`src/sv/assert_macros.svh`:
```
// assertion macros for the top-level rtl file
`ifndef ASSERT_MACROS_SVH
`define ASSERT_MACROS_SVH

`ifndef SYNTHESIS
// property checked outside reset
`define ASSERT_PROP(lbl, clk, rst, prop) \
   lbl: assert property (@(posedge clk) disable iff (rst) prop) \
      else $error("assertion failed");
// property checked during reset too
`define ASSERT_PROP_NR(lbl, clk, prop) \
   lbl: assert property (@(posedge clk) prop) \
      else $error("assertion failed");
`else
`define ASSERT_PROP(lbl, clk, rst, prop)
`define ASSERT_PROP_NR(lbl, clk, prop)
`endif

`endif

```
`src/sv/mmf_pkg.sv`:
```
// shared constants, types and sorting network layers of the median filter
`default_nettype none

package mmf_pkg;

   localparam int WINDOW   = 5;
   localparam int CHANNELS = 4;
   localparam int CH_W     = 2;
   localparam int SMP_W    = 32;
   localparam int SLOT_W   = $clog2(WINDOW);
   localparam int MID      = WINDOW / 2;
   localparam int LAYERS   = 5;
   localparam int Q_DEPTH  = 2;
   localparam int Q_PTR_W  = $clog2(Q_DEPTH);
   localparam int Q_CNT_W  = $clog2(Q_DEPTH + 1);

   typedef logic [SMP_W-1:0] sample_type;
   typedef sample_type [WINDOW-1:0] win_type;

   typedef struct packed {
      logic [CH_W-1:0] channel;
      win_type         window;
   } job_type;

   // compare-exchange, smaller signed value ends at lo
   function automatic win_type cmp_swap(win_type w, int lo, int hi);
      win_type r;
      r = w;
      if ($signed(w[lo]) > $signed(w[hi])) begin
         r[lo] = w[hi];
         r[hi] = w[lo];
      end
      return r;
   endfunction

   // one layer of the five-input sorting network
   function automatic win_type sort_layer(win_type w, int layer);
      win_type r;
      r = w;
      case (layer)
         0: begin
            r = cmp_swap(r, 0, 3);
            r = cmp_swap(r, 1, 4);
         end
         1: begin
            r = cmp_swap(r, 0, 2);
            r = cmp_swap(r, 1, 3);
         end
         2: begin
            r = cmp_swap(r, 0, 1);
            r = cmp_swap(r, 2, 4);
         end
         3: begin
            r = cmp_swap(r, 1, 2);
            r = cmp_swap(r, 3, 4);
         end
         4: begin
            r = cmp_swap(r, 2, 3);
         end
         default: begin
            r = w;
         end
      endcase
      return r;
   endfunction

endpackage

`default_nettype wire

```
`src/sv/mmf_front.sv`:
```
// front end: sample rings, write pointers and job building
`default_nettype none

module mmf_front (
   input  wire logic                      clock,
   input  wire logic                      reset,
   input  wire logic                      req_tvalid,
   output logic                           req_tready,
   input  wire logic [mmf_pkg::CH_W-1:0]  req_channel,
   input  wire logic [mmf_pkg::SMP_W-1:0] req_sample,
   input  wire logic                      q_ready,
   output logic                           q_push,
   output mmf_pkg::job_type               q_job
);

   mmf_pkg::win_type                    window_ff [mmf_pkg::CHANNELS];
   mmf_pkg::win_type                    window_in [mmf_pkg::CHANNELS];
   logic [mmf_pkg::SLOT_W-1:0]          slot_ff   [mmf_pkg::CHANNELS];
   logic [mmf_pkg::SLOT_W-1:0]          slot_in   [mmf_pkg::CHANNELS];
   logic [mmf_pkg::SLOT_W-1:0]          slot;
   logic                                present;
   logic                                accept;

   assign req_tready = q_ready;
   assign accept     = req_tvalid && q_ready;
   assign q_push     = accept;
   assign present    = int'(req_channel) < mmf_pkg::CHANNELS;
   assign slot       = slot_ff[req_channel];

   // window as it stands after this sample is written
   always_comb begin
      q_job.channel = req_channel;
      for (int i = 0; i < mmf_pkg::WINDOW; i++) begin
         if (!present) begin
            q_job.window[i] = '0;
         end else if (mmf_pkg::SLOT_W'(i) == slot) begin
            q_job.window[i] = req_sample;
         end else begin
            q_job.window[i] = window_ff[req_channel][i];
         end
      end
   end

   always_comb begin
      window_in = window_ff;
      slot_in   = slot_ff;
      if (accept && present) begin
         window_in[req_channel][slot] = req_sample;
         if (slot == mmf_pkg::SLOT_W'(mmf_pkg::WINDOW - 1)) begin
            slot_in[req_channel] = '0;
         end else begin
            slot_in[req_channel] = slot + mmf_pkg::SLOT_W'(1);
         end
      end
   end

   always_ff @(posedge clock) begin
      if (reset) begin
         for (int c = 0; c < mmf_pkg::CHANNELS; c++) begin
            window_ff[c] <= '0;
            slot_ff[c]   <= '0;
         end
      end else begin
         window_ff <= window_in;
         slot_ff   <= slot_in;
      end
   end

endmodule

`default_nettype wire

```
`src/sv/mmf_queue.sv`:
```
// short job queue between front end and sorting pipeline
`default_nettype none

module mmf_queue (
   input  wire logic             clock,
   input  wire logic             reset,
   input  wire logic             push,
   input  wire mmf_pkg::job_type push_job,
   output logic                  ready,
   input  wire logic             pop,
   output logic                  valid,
   output mmf_pkg::job_type      head
);

   mmf_pkg::job_type             entry_ff [mmf_pkg::Q_DEPTH];
   logic [mmf_pkg::Q_PTR_W-1:0]  wr_ptr_ff, wr_ptr_in;
   logic [mmf_pkg::Q_PTR_W-1:0]  rd_ptr_ff, rd_ptr_in;
   logic [mmf_pkg::Q_CNT_W-1:0]  count_ff, count_in;
   logic                         do_push;
   logic                         do_pop;

   assign ready   = count_ff != mmf_pkg::Q_CNT_W'(mmf_pkg::Q_DEPTH);
   assign valid   = count_ff != '0;
   assign head    = entry_ff[rd_ptr_ff];
   assign do_push = push && ready;
   assign do_pop  = pop && valid;

   always_comb begin
      wr_ptr_in = wr_ptr_ff;
      rd_ptr_in = rd_ptr_ff;
      count_in  = count_ff;
      if (do_push) begin
         wr_ptr_in = (wr_ptr_ff == mmf_pkg::Q_PTR_W'(mmf_pkg::Q_DEPTH - 1)) ?
                     '0 : wr_ptr_ff + mmf_pkg::Q_PTR_W'(1);
      end
      if (do_pop) begin
         rd_ptr_in = (rd_ptr_ff == mmf_pkg::Q_PTR_W'(mmf_pkg::Q_DEPTH - 1)) ?
                     '0 : rd_ptr_ff + mmf_pkg::Q_PTR_W'(1);
      end
      if (do_push && !do_pop) begin
         count_in = count_ff + mmf_pkg::Q_CNT_W'(1);
      end else if (do_pop && !do_push) begin
         count_in = count_ff - mmf_pkg::Q_CNT_W'(1);
      end
   end

   always_ff @(posedge clock) begin
      if (reset) begin
         wr_ptr_ff <= '0;
         rd_ptr_ff <= '0;
         count_ff  <= '0;
      end else begin
         wr_ptr_ff <= wr_ptr_in;
         rd_ptr_ff <= rd_ptr_in;
         count_ff  <= count_in;
      end
   end

   always_ff @(posedge clock) begin
      if (do_push) begin
         entry_ff[wr_ptr_ff] <= push_job;
      end
   end

endmodule

`default_nettype wire

```
`src/sv/mmf_sort.sv`:
```
// back end: pipelined five-input sorting network, result taken from its last layer
`default_nettype none

module mmf_sort (
   input  wire logic                      clock,
   input  wire logic                      reset,
   input  wire logic                      q_valid,
   input  wire mmf_pkg::job_type          q_job,
   output logic                           q_pop,
   output logic                           rsp_tvalid,
   input  wire logic                      rsp_tready,
   output logic [mmf_pkg::CH_W-1:0]       rsp_tuser,
   output logic [mmf_pkg::SMP_W-1:0]      rsp_tdata
);

   logic [mmf_pkg::LAYERS-1:0] valid_ff, valid_in;
   mmf_pkg::job_type           data_ff [mmf_pkg::LAYERS];
   mmf_pkg::job_type           data_in [mmf_pkg::LAYERS];
   mmf_pkg::job_type           src     [mmf_pkg::LAYERS];
   logic [mmf_pkg::LAYERS-1:0] src_valid;
   logic [mmf_pkg::LAYERS-1:0] adv;

   // a stage may load when it is empty or its content moves on
   always_comb begin
      adv[mmf_pkg::LAYERS-1] = !valid_ff[mmf_pkg::LAYERS-1] || rsp_tready;
      for (int k = mmf_pkg::LAYERS - 2; k >= 0; k--) begin
         adv[k] = !valid_ff[k] || adv[k+1];
      end
   end

   assign q_pop = q_valid && adv[0];

   for (genvar k = 0; k < mmf_pkg::LAYERS; k++) begin : g_stage
      if (k == 0) begin : g_first
         assign src_valid[k] = q_valid;
         assign src[k]       = q_job;
      end else begin : g_next
         assign src_valid[k] = valid_ff[k-1];
         assign src[k]       = data_ff[k-1];
      end

      assign valid_in[k]        = adv[k] ? src_valid[k] : valid_ff[k];
      assign data_in[k].channel = src[k].channel;
      assign data_in[k].window  = mmf_pkg::sort_layer(src[k].window, k);

      always_ff @(posedge clock) begin
         if (reset) begin
            valid_ff[k] <= 1'b0;
         end else begin
            valid_ff[k] <= valid_in[k];
         end
      end

      always_ff @(posedge clock) begin
         if (adv[k] && src_valid[k]) begin
            data_ff[k] <= data_in[k];
         end
      end
   end

   assign rsp_tvalid = valid_ff[mmf_pkg::LAYERS-1];
   assign rsp_tuser  = data_ff[mmf_pkg::LAYERS-1].channel;
   assign rsp_tdata  = data_ff[mmf_pkg::LAYERS-1].window[mmf_pkg::MID];

endmodule

`default_nettype wire

```
`src/sv/multichannel_median_filter.sv`:
```
// four-channel sliding-window median filter over five signed Q16.16 samples
//
// req channel: one sample per transaction, req_tuser selects the channel
// (left displacement, left speed, right displacement, right speed).
// rsp channel: one transaction per request, in order, carrying the channel
// and the median of that channel's last five samples.
// each channel keeps a ring of five samples and a write pointer; the new
// sample replaces the oldest and the median of the ring is reported.
// reset clears all rings to zero and all pointers to the first slot, so the
// first medians of a channel include those zeros.
// the job enters the queue at the accepting edge and then moves through the
// registers of the five sorting layers in order; rsp_tvalid rises once the
// last layer holds the job.
// throughput: one transaction per cycle; the front end takes a sample in
// every cycle the two-entry job queue has room.
// when rsp_tready is low the pipeline holds, the queue fills and req_tready
// drops; no transaction is lost or repeated.
`default_nettype none

`include "assert_macros.svh"

module multichannel_median_filter (
   input  wire logic         clock,
   input  wire logic         reset,
   input  wire logic         req_tvalid,
   output logic              req_tready,
   input  wire logic [31:0]  req_tdata,   // [31:0] sample
   input  wire logic [1:0]   req_tuser,   // [1:0] channel
   output logic              rsp_tvalid,
   input  wire logic         rsp_tready,
   output logic [31:0]       rsp_tdata,   // [31:0] median
   output logic [1:0]        rsp_tuser    // [1:0] out_channel
);

   logic             q_push;
   logic             q_ready;
   logic             q_pop;
   logic             q_valid;
   mmf_pkg::job_type push_job;
   mmf_pkg::job_type head_job;

   mmf_front u_front (
      .clock       (clock),
      .reset       (reset),
      .req_tvalid  (req_tvalid),
      .req_tready  (req_tready),
      .req_channel (req_tuser),
      .req_sample  (req_tdata),
      .q_ready     (q_ready),
      .q_push      (q_push),
      .q_job       (push_job)
   );

   mmf_queue u_queue (
      .clock    (clock),
      .reset    (reset),
      .push     (q_push),
      .push_job (push_job),
      .ready    (q_ready),
      .pop      (q_pop),
      .valid    (q_valid),
      .head     (head_job)
   );

   mmf_sort u_sort (
      .clock      (clock),
      .reset      (reset),
      .q_valid    (q_valid),
      .q_job      (head_job),
      .q_pop      (q_pop),
      .rsp_tvalid (rsp_tvalid),
      .rsp_tready (rsp_tready),
      .rsp_tuser  (rsp_tuser),
      .rsp_tdata  (rsp_tdata)
   );

   `ASSERT_PROP(a_push_has_room, clock, reset, q_push |-> q_ready)
   `ASSERT_PROP(a_push_shows_up, clock, reset, q_push |=> q_valid)
   `ASSERT_PROP_NR(a_reset_empties_output, clock, reset |=> !rsp_tvalid)

endmodule

`default_nettype wire
```
`config.mk`:
```
export PLATFORM = sky130hd
export DESIGN_NAME = multichannel_median_filter
export DESIGN_NICKNAME = d
export VERILOG_FILES = /design/src/sv/mmf_pkg.sv /design/src/sv/mmf_front.sv /design/src/sv/mmf_queue.sv /design/src/sv/mmf_sort.sv /design/src/sv/multichannel_median_filter.sv
export VERILOG_INCLUDE_DIRS = /design/src /design/src/sv
export SDC_FILE = /design/constraint.sdc
export NUM_CORES = 2
export LEC_CHECK = 0
export BUFFER_PORTS_ARGS = -buffer_cell sky130_fd_sc_hd__clkbuf_2
export CAP_MARGIN = 10
export CORE_ASPECT_RATIO = 1.1
export CORE_UTILIZATION = 45
export CTS_CLUSTER_SIZE = 28
export DETAILED_ROUTE_END_ITERATION = 10
export MAX_ROUTING_LAYER = met4
export PLACE_DENSITY_LB_ADDON = 0.15
export SKIP_CTS_REPAIR_TIMING = 1
export SLEW_MARGIN = 20
export SYNTH_ARGS = -nofsm -noshare
export SYNTH_HDL_FRONTEND = slang
export SYNTH_SLANG_ARGS = --single-unit
export TNS_END_PERCENT = 30
```
`constraint.sdc`:
```
create_clock -name clock -period 11.72 [get_ports clock]
set_input_delay 1.172 -clock clock [delete_from_list [all_inputs] [get_ports clock]]
set_output_delay 1.172 -clock clock [all_outputs]
set_load 0.02 [all_outputs]
```
### Word-level counts from Yosys, hierarchy flattened

Memory sizes are Yosys's and may differ from the RTL's. A register that Yosys moved wholly into a read port is not among the register bits.
Index checks and enable logic that the tools add are counted.

* logic and storage cells: 140
* input bits: 38
* RAM bits: 1134
* bits in read-only memories: 0
* flip-flop bits (word level): 661
* latch bits: 0
* memories kept: 2
* output and inout bits: 36

Memory list
* u_sort.data_ff: words 5, width 162, rd ports 5, clocked after memory_dff 0, wr ports 5, line mmf_sort.sv:17 `mmf_pkg::job_type data_ff [mmf_pkg::LAYERS];`
* u_queue.entry_ff: words 2, width 162, rd ports 1, clocked after memory_dff 1, wr ports 1, line mmf_queue.sv:15 `mmf_pkg::job_type entry_ff [mmf_pkg::Q_DEPTH];`

* bitwise logic cells: 3
* $mul: 0
* reduce and logical (&&, ||, !) cells: 27
* add/subtract/negate cells: 5
* muxes and demuxes: 52
* div/mod/pow operators: 0
* equality and inequality tests: 6
* magnitude comparators: 13
* shift-type cells: 0

Operator list (number)
* $bwmux 640: 1
* $mux 32: 16
* $mux 160: 3
* $bmux 160 s2: 1
* $demux 160 s2: 1
* $gt 32x32->1: 9
* $mux 64: 4
* $demux 32 s3: 1
* $mux 1: 16
* $and 12x12->12: 1
* $bwmux 12: 1
* $logic_and 1x1->1: 12
* $mux 12: 1
* $not 12->12: 1
* $mux 3: 3
* $logic_not 1->1: 7
* $bmux 3 s2: 1
* $demux 3 s2: 1
* $eq 2x3->1 const A: 2
* $logic_or 1x1->1: 5
* $lt 3x4->1 const B: 1
* $mux 2: 2
* $reduce_bool 2->1: 2
* $add 3x1->3 const B: 1
* other kinds (12): 13

### Depth between registers and ports, before layout

* depth after elaboration: 11
* mapped depth: 14

### By module

Synthesis repeated with hierarchy kept, for this count alone.

* cells, all modules: 5590
* area total of the unflattened synthesis: 74779.2 µm²

Modules (own cells, without submodules)
* mmf_front: cells each 2649, times used 1, area an instance 31322.5 µm²
* mmf_sort: cells each 2413, times used 1, area an instance 31227.4 µm²
* mmf_queue: cells each 528, times used 1, area an instance 12229.2 µm²

### Worst setup path before layout

Ideal clock, no wire load.

* kind: input-to-reg
* from: input rsp_tready
* to: memory u_sort.data_ff[1][0] (netlist name), enable pin
* cell stages on the path: 4
* path buffers: 0
* arrival: 8782 ps
* setup slack: 2232 ps
* cell sequence: nor2b_1 -> and3_1 -> and2_1 -> nor2b_1

RTL lines
* start, declared: line multichannel_median_filter.sv:30 `input wire logic rsp_tready,`
* end, declared: line mmf_sort.sv:17

==> results by group <==
Pwr
  • Internal cell power: 13.4 mW
  • NetSw: 6.88 mW
  • Clock share of power: 0.257
  • PwrDens: 250 nW/um2
  • Seq pwr share: 0.398
  • Combinational share of power: 0.345
  • Max IR drop VDD: 0.224 mV
  • Net Sw Frac: 0.340
  • Lkg Pwr: between 20 and 30 nW

Route
  • Drt drc: 0
  • Vias: between 50000 and 60000
  • Detailed-route vias per instance: around 5.8
  • Detailed Route WL: about 200000 um
  • Initial DRC count: around 4400
  • Routed wire length per instance: ~22 um
  • DRT Pass-1 Iters: 9
  • Antenna-violating nets left: 0

Logic synthesis
  • Dominant synthesized flop cell: edfxtp_1
  • Seq/Total Area, Yosys: 0.537
  • Post-synth EDFFs: roughly 880
  • Synth area leader: edfxtp_1
  • Post-synthesis instance total: 6803
  • Post-synthesis async set-or-reset flop share: 0
  • Top cells by area in the synthesized netlist: edfxtp_1 36%, dfxtp_1 18%, mux2_2 8.7%
  • Synth Register Bits: roughly 1500
  • Synth warnings: 0
  • Share of the synthesized area in the top cell type: 0.358
  • Post-Synthesis Cell Area: approximately 74000 um2
  • Syn Area/Cell: ~11 um2
  • Syn_nets: just over 7000
  • Synth unique cells: 64

Worst setup path
  • CP Cell Sequence: buf_4 -> buf_4 -> mux2_2 -> ha_1 -> a21oi_1 -> o21ai_0 -> a2111oi_0 -> a21oi_1 -> o221ai_4 -> buf_4 -> mux2_2
  • Setup CP Type: reg2reg
  • Crit. End Element: register
  • R2R Setup Slk: slightly above 5000 ps
  • Worst r2r dst: u_sort.data_ff[0][121]
  • WP data arrival: 7130 ps
  • Delay-heaviest family, CP: buffers and inverters
  • Worst path max stage delay: approximately 830 ps
  • WP data required: roughly 12000 ps
  • Max FO, Critical Path: 67
  • Most used cell, CP: buf_4
  • Bufs and invs on worst path: 3
  • Crit path launch type: register
  • Slowest CP cell: a2111oi_0
  • Reg2Reg Depth: 11

Placement
  • DP HPWL: ~130000 um
  • Placed instance area: between 70000 and 80000 um2
  • Routability Congestion: approximately 0.86
  • IO buf count: between 70 and 80

Timing
  • Final min period: roughly 6600 ps
  • Setup_tns: 0 ps
  • Final setup vio count: 0
  • Clock skew: 33.8 ps
  • RSZ-0062 raised after global routing: false
  • Tcrit/Tclk final: 0.561
  • Fin. Hold Viols: 0
  • Worst Tran Pin Value: 1270 ps
  • Slew headroom: 0.151
  • Fmax: 0.152 GHz
  • Hold WS: 415 ps
  • Final Max Tran Viols: 0

Die
  • Core Footprint: between 150000 and 200000 um2
  • Chip Height: 427 um
  • Row Count: 155
  • I/O pins: 74
  • Initial core utilization: 0.454
  • Die area: about 170000 um2
  • Die width: slightly below 400 um

Finish
  • Final core utilization: 0.499
  • Commonest non-fill, non-tap cell in the layout: nand2_1
  • Layout cell share with drive strength beyond 1: 0.182
  • Design Area, Final: 81100 um2
  • Area delta synth->final: 9.92%
  • Filler Cells Inserted: 14469
  • Layout Nets: ~7000
  • Commonest non-fill, non-tap cells in the layout: 1419 x nand2_1, 878 x edfxtp_1, 798 x a21oi_1, 661 x dfxtp_1, 570 x mux2_2

CTS
  • Skew-Pair Late Insertion Delay: just over 800 ps
  • Reg clk slew, reported paths: 60 ps
  • Cts bufs inserted: between 150 and 200
  • CTS tree: built
  • H-tree levels: 4
  • CTS Buffer Depth: 3
  • Root buffer cell: clkbuf_16
  • # clock sinks: about 1500

Global routing
  • Global-route wire length before repair: between 200000 and 300000 um
  • Total GRT Usage: 0.241
  • Pin count of the biggest net entering global routing: 245
  • GR Overflow Total: 0
  • Initial antenna violation count: 5
  • Number of global-route vias before repair: approximately 48000

Status
  • Outcome: complete, no violations

Min path
  • Hold path start: u_sort.data_ff[3][161]
  • Hold Crit Class: reg2reg
  • Hold depth: 0
  • Worst Hold Path EP: u_sort.data_ff[4][161]

Job
  • Max Cap Viol: 0
[kinds of logic after synthesis]
kind of cell	count (synthesis)	share of synthesized area
flip-flops	1540	0.537
adder cells (fa/ha/maj)	294	0.0499
multiplexers	744	0.138
XOR/XNOR	4	0.000475
buffers and inverters	915	0.0488
AO/OA/AOI/OAI	1385	0.117
AND/OR/NAND/NOR	1921	0.108
[power by group through the flow]
stage | logic [mW] | clock network [mW] | registers (mW)
after floorplan | 5.30 | 0 | 7.91
after detailed placement | 6.90 | 0 | 8.17
after global routing | 7.66 | 5.51 | 8.16
after CTS | 6.96 | 5.31 | 8.06
final | 6.99 | 5.20 | 8.06
after global placement | 6.78 | 0 | 8.17
[cell usage after synthesis (62+ instances only)]
library cell	count
nand2_1	1437
edfxtp_1	878
a21oi_1	800
dfxtp_1	662
mux2_2	570
clkbuf_1	400
inv_1	399
ha_1	294
mux4_2	162
nor2_1	132
o22ai_1	126
nand3_1	82
o21ai_0	80
nor3_1	79
buf_2	67
a311oi_1	64
a222oi_1	62
[flip-flops by register name, summed over array words and instances, names as in the netlist, named ones only]
register           count
u_sort.rsp_tvalid      1
u_queue.entry_ff     324
u_queue.count_ff       2
u_queue.rd_ptr_ff      1
u_front.slot_ff       12
u_sort.src_valid       4
u_front.window_ff    640
u_queue.wr_ptr_ff      1
u_sort.data_ff       554
[final cells by class]
type                    instances  area (um2)  share of cell area
inverters                     401        1510              0.0186
diodes                          3        7.51           0.0000926
multi-input cells            4348       30800               0.380
clock buffers                 213        4470              0.0552
flip-flops and latches       1540       39600               0.489
repair buffers                157        1090              0.0134
well taps                    2119        2650              0.0327
clock inverters                81         887              0.0109
[how the worst max path moves through the flow]
stage                from                endpoint  slack (ps)  cells after the start
6_report         register  u_sort.data_ff[0][121]        5140                     11
5_1_grt          register  u_sort.data_ff[0][123]        4650                     11
4_1_cts          register  u_sort.data_ff[0][123]        4840                     11
3_5_place_dp     register  u_sort.data_ff[0][117]        4850                     11
3_3_place_gp     register   u_sort.data_ff[0][24]        4900                     11
2_1_floorplan  rsp_tready    u_sort.data_ff[1][0]        2230                      4
[through the flow]
step / total power [mW] / cells / setup slack [ps]
final: 20.2 / 8862 / 5140
after global routing: 21.3 / 8859 / 4650
after CTS: 20.3 / 8857 / 4840
after detailed placement: 15.1 / 8563 / 4850
after global placement: 14.9 / 8563 / 4900
after floorplan: 13.2 / 6803 / 2230
[layer usage]
metal | part of all wire | up-vias | track usage
met4 | 0.027 | 0 | 0.0733
met5 | 0 | - | -
met3 | 0.051 | 295 | 0.0317
li1 | - | 24233 | -
met1 | 0.45 | 25083 | 0.325
met2 | 0.47 | 1400 | 0.379
(Power assumes the default switching activity.)
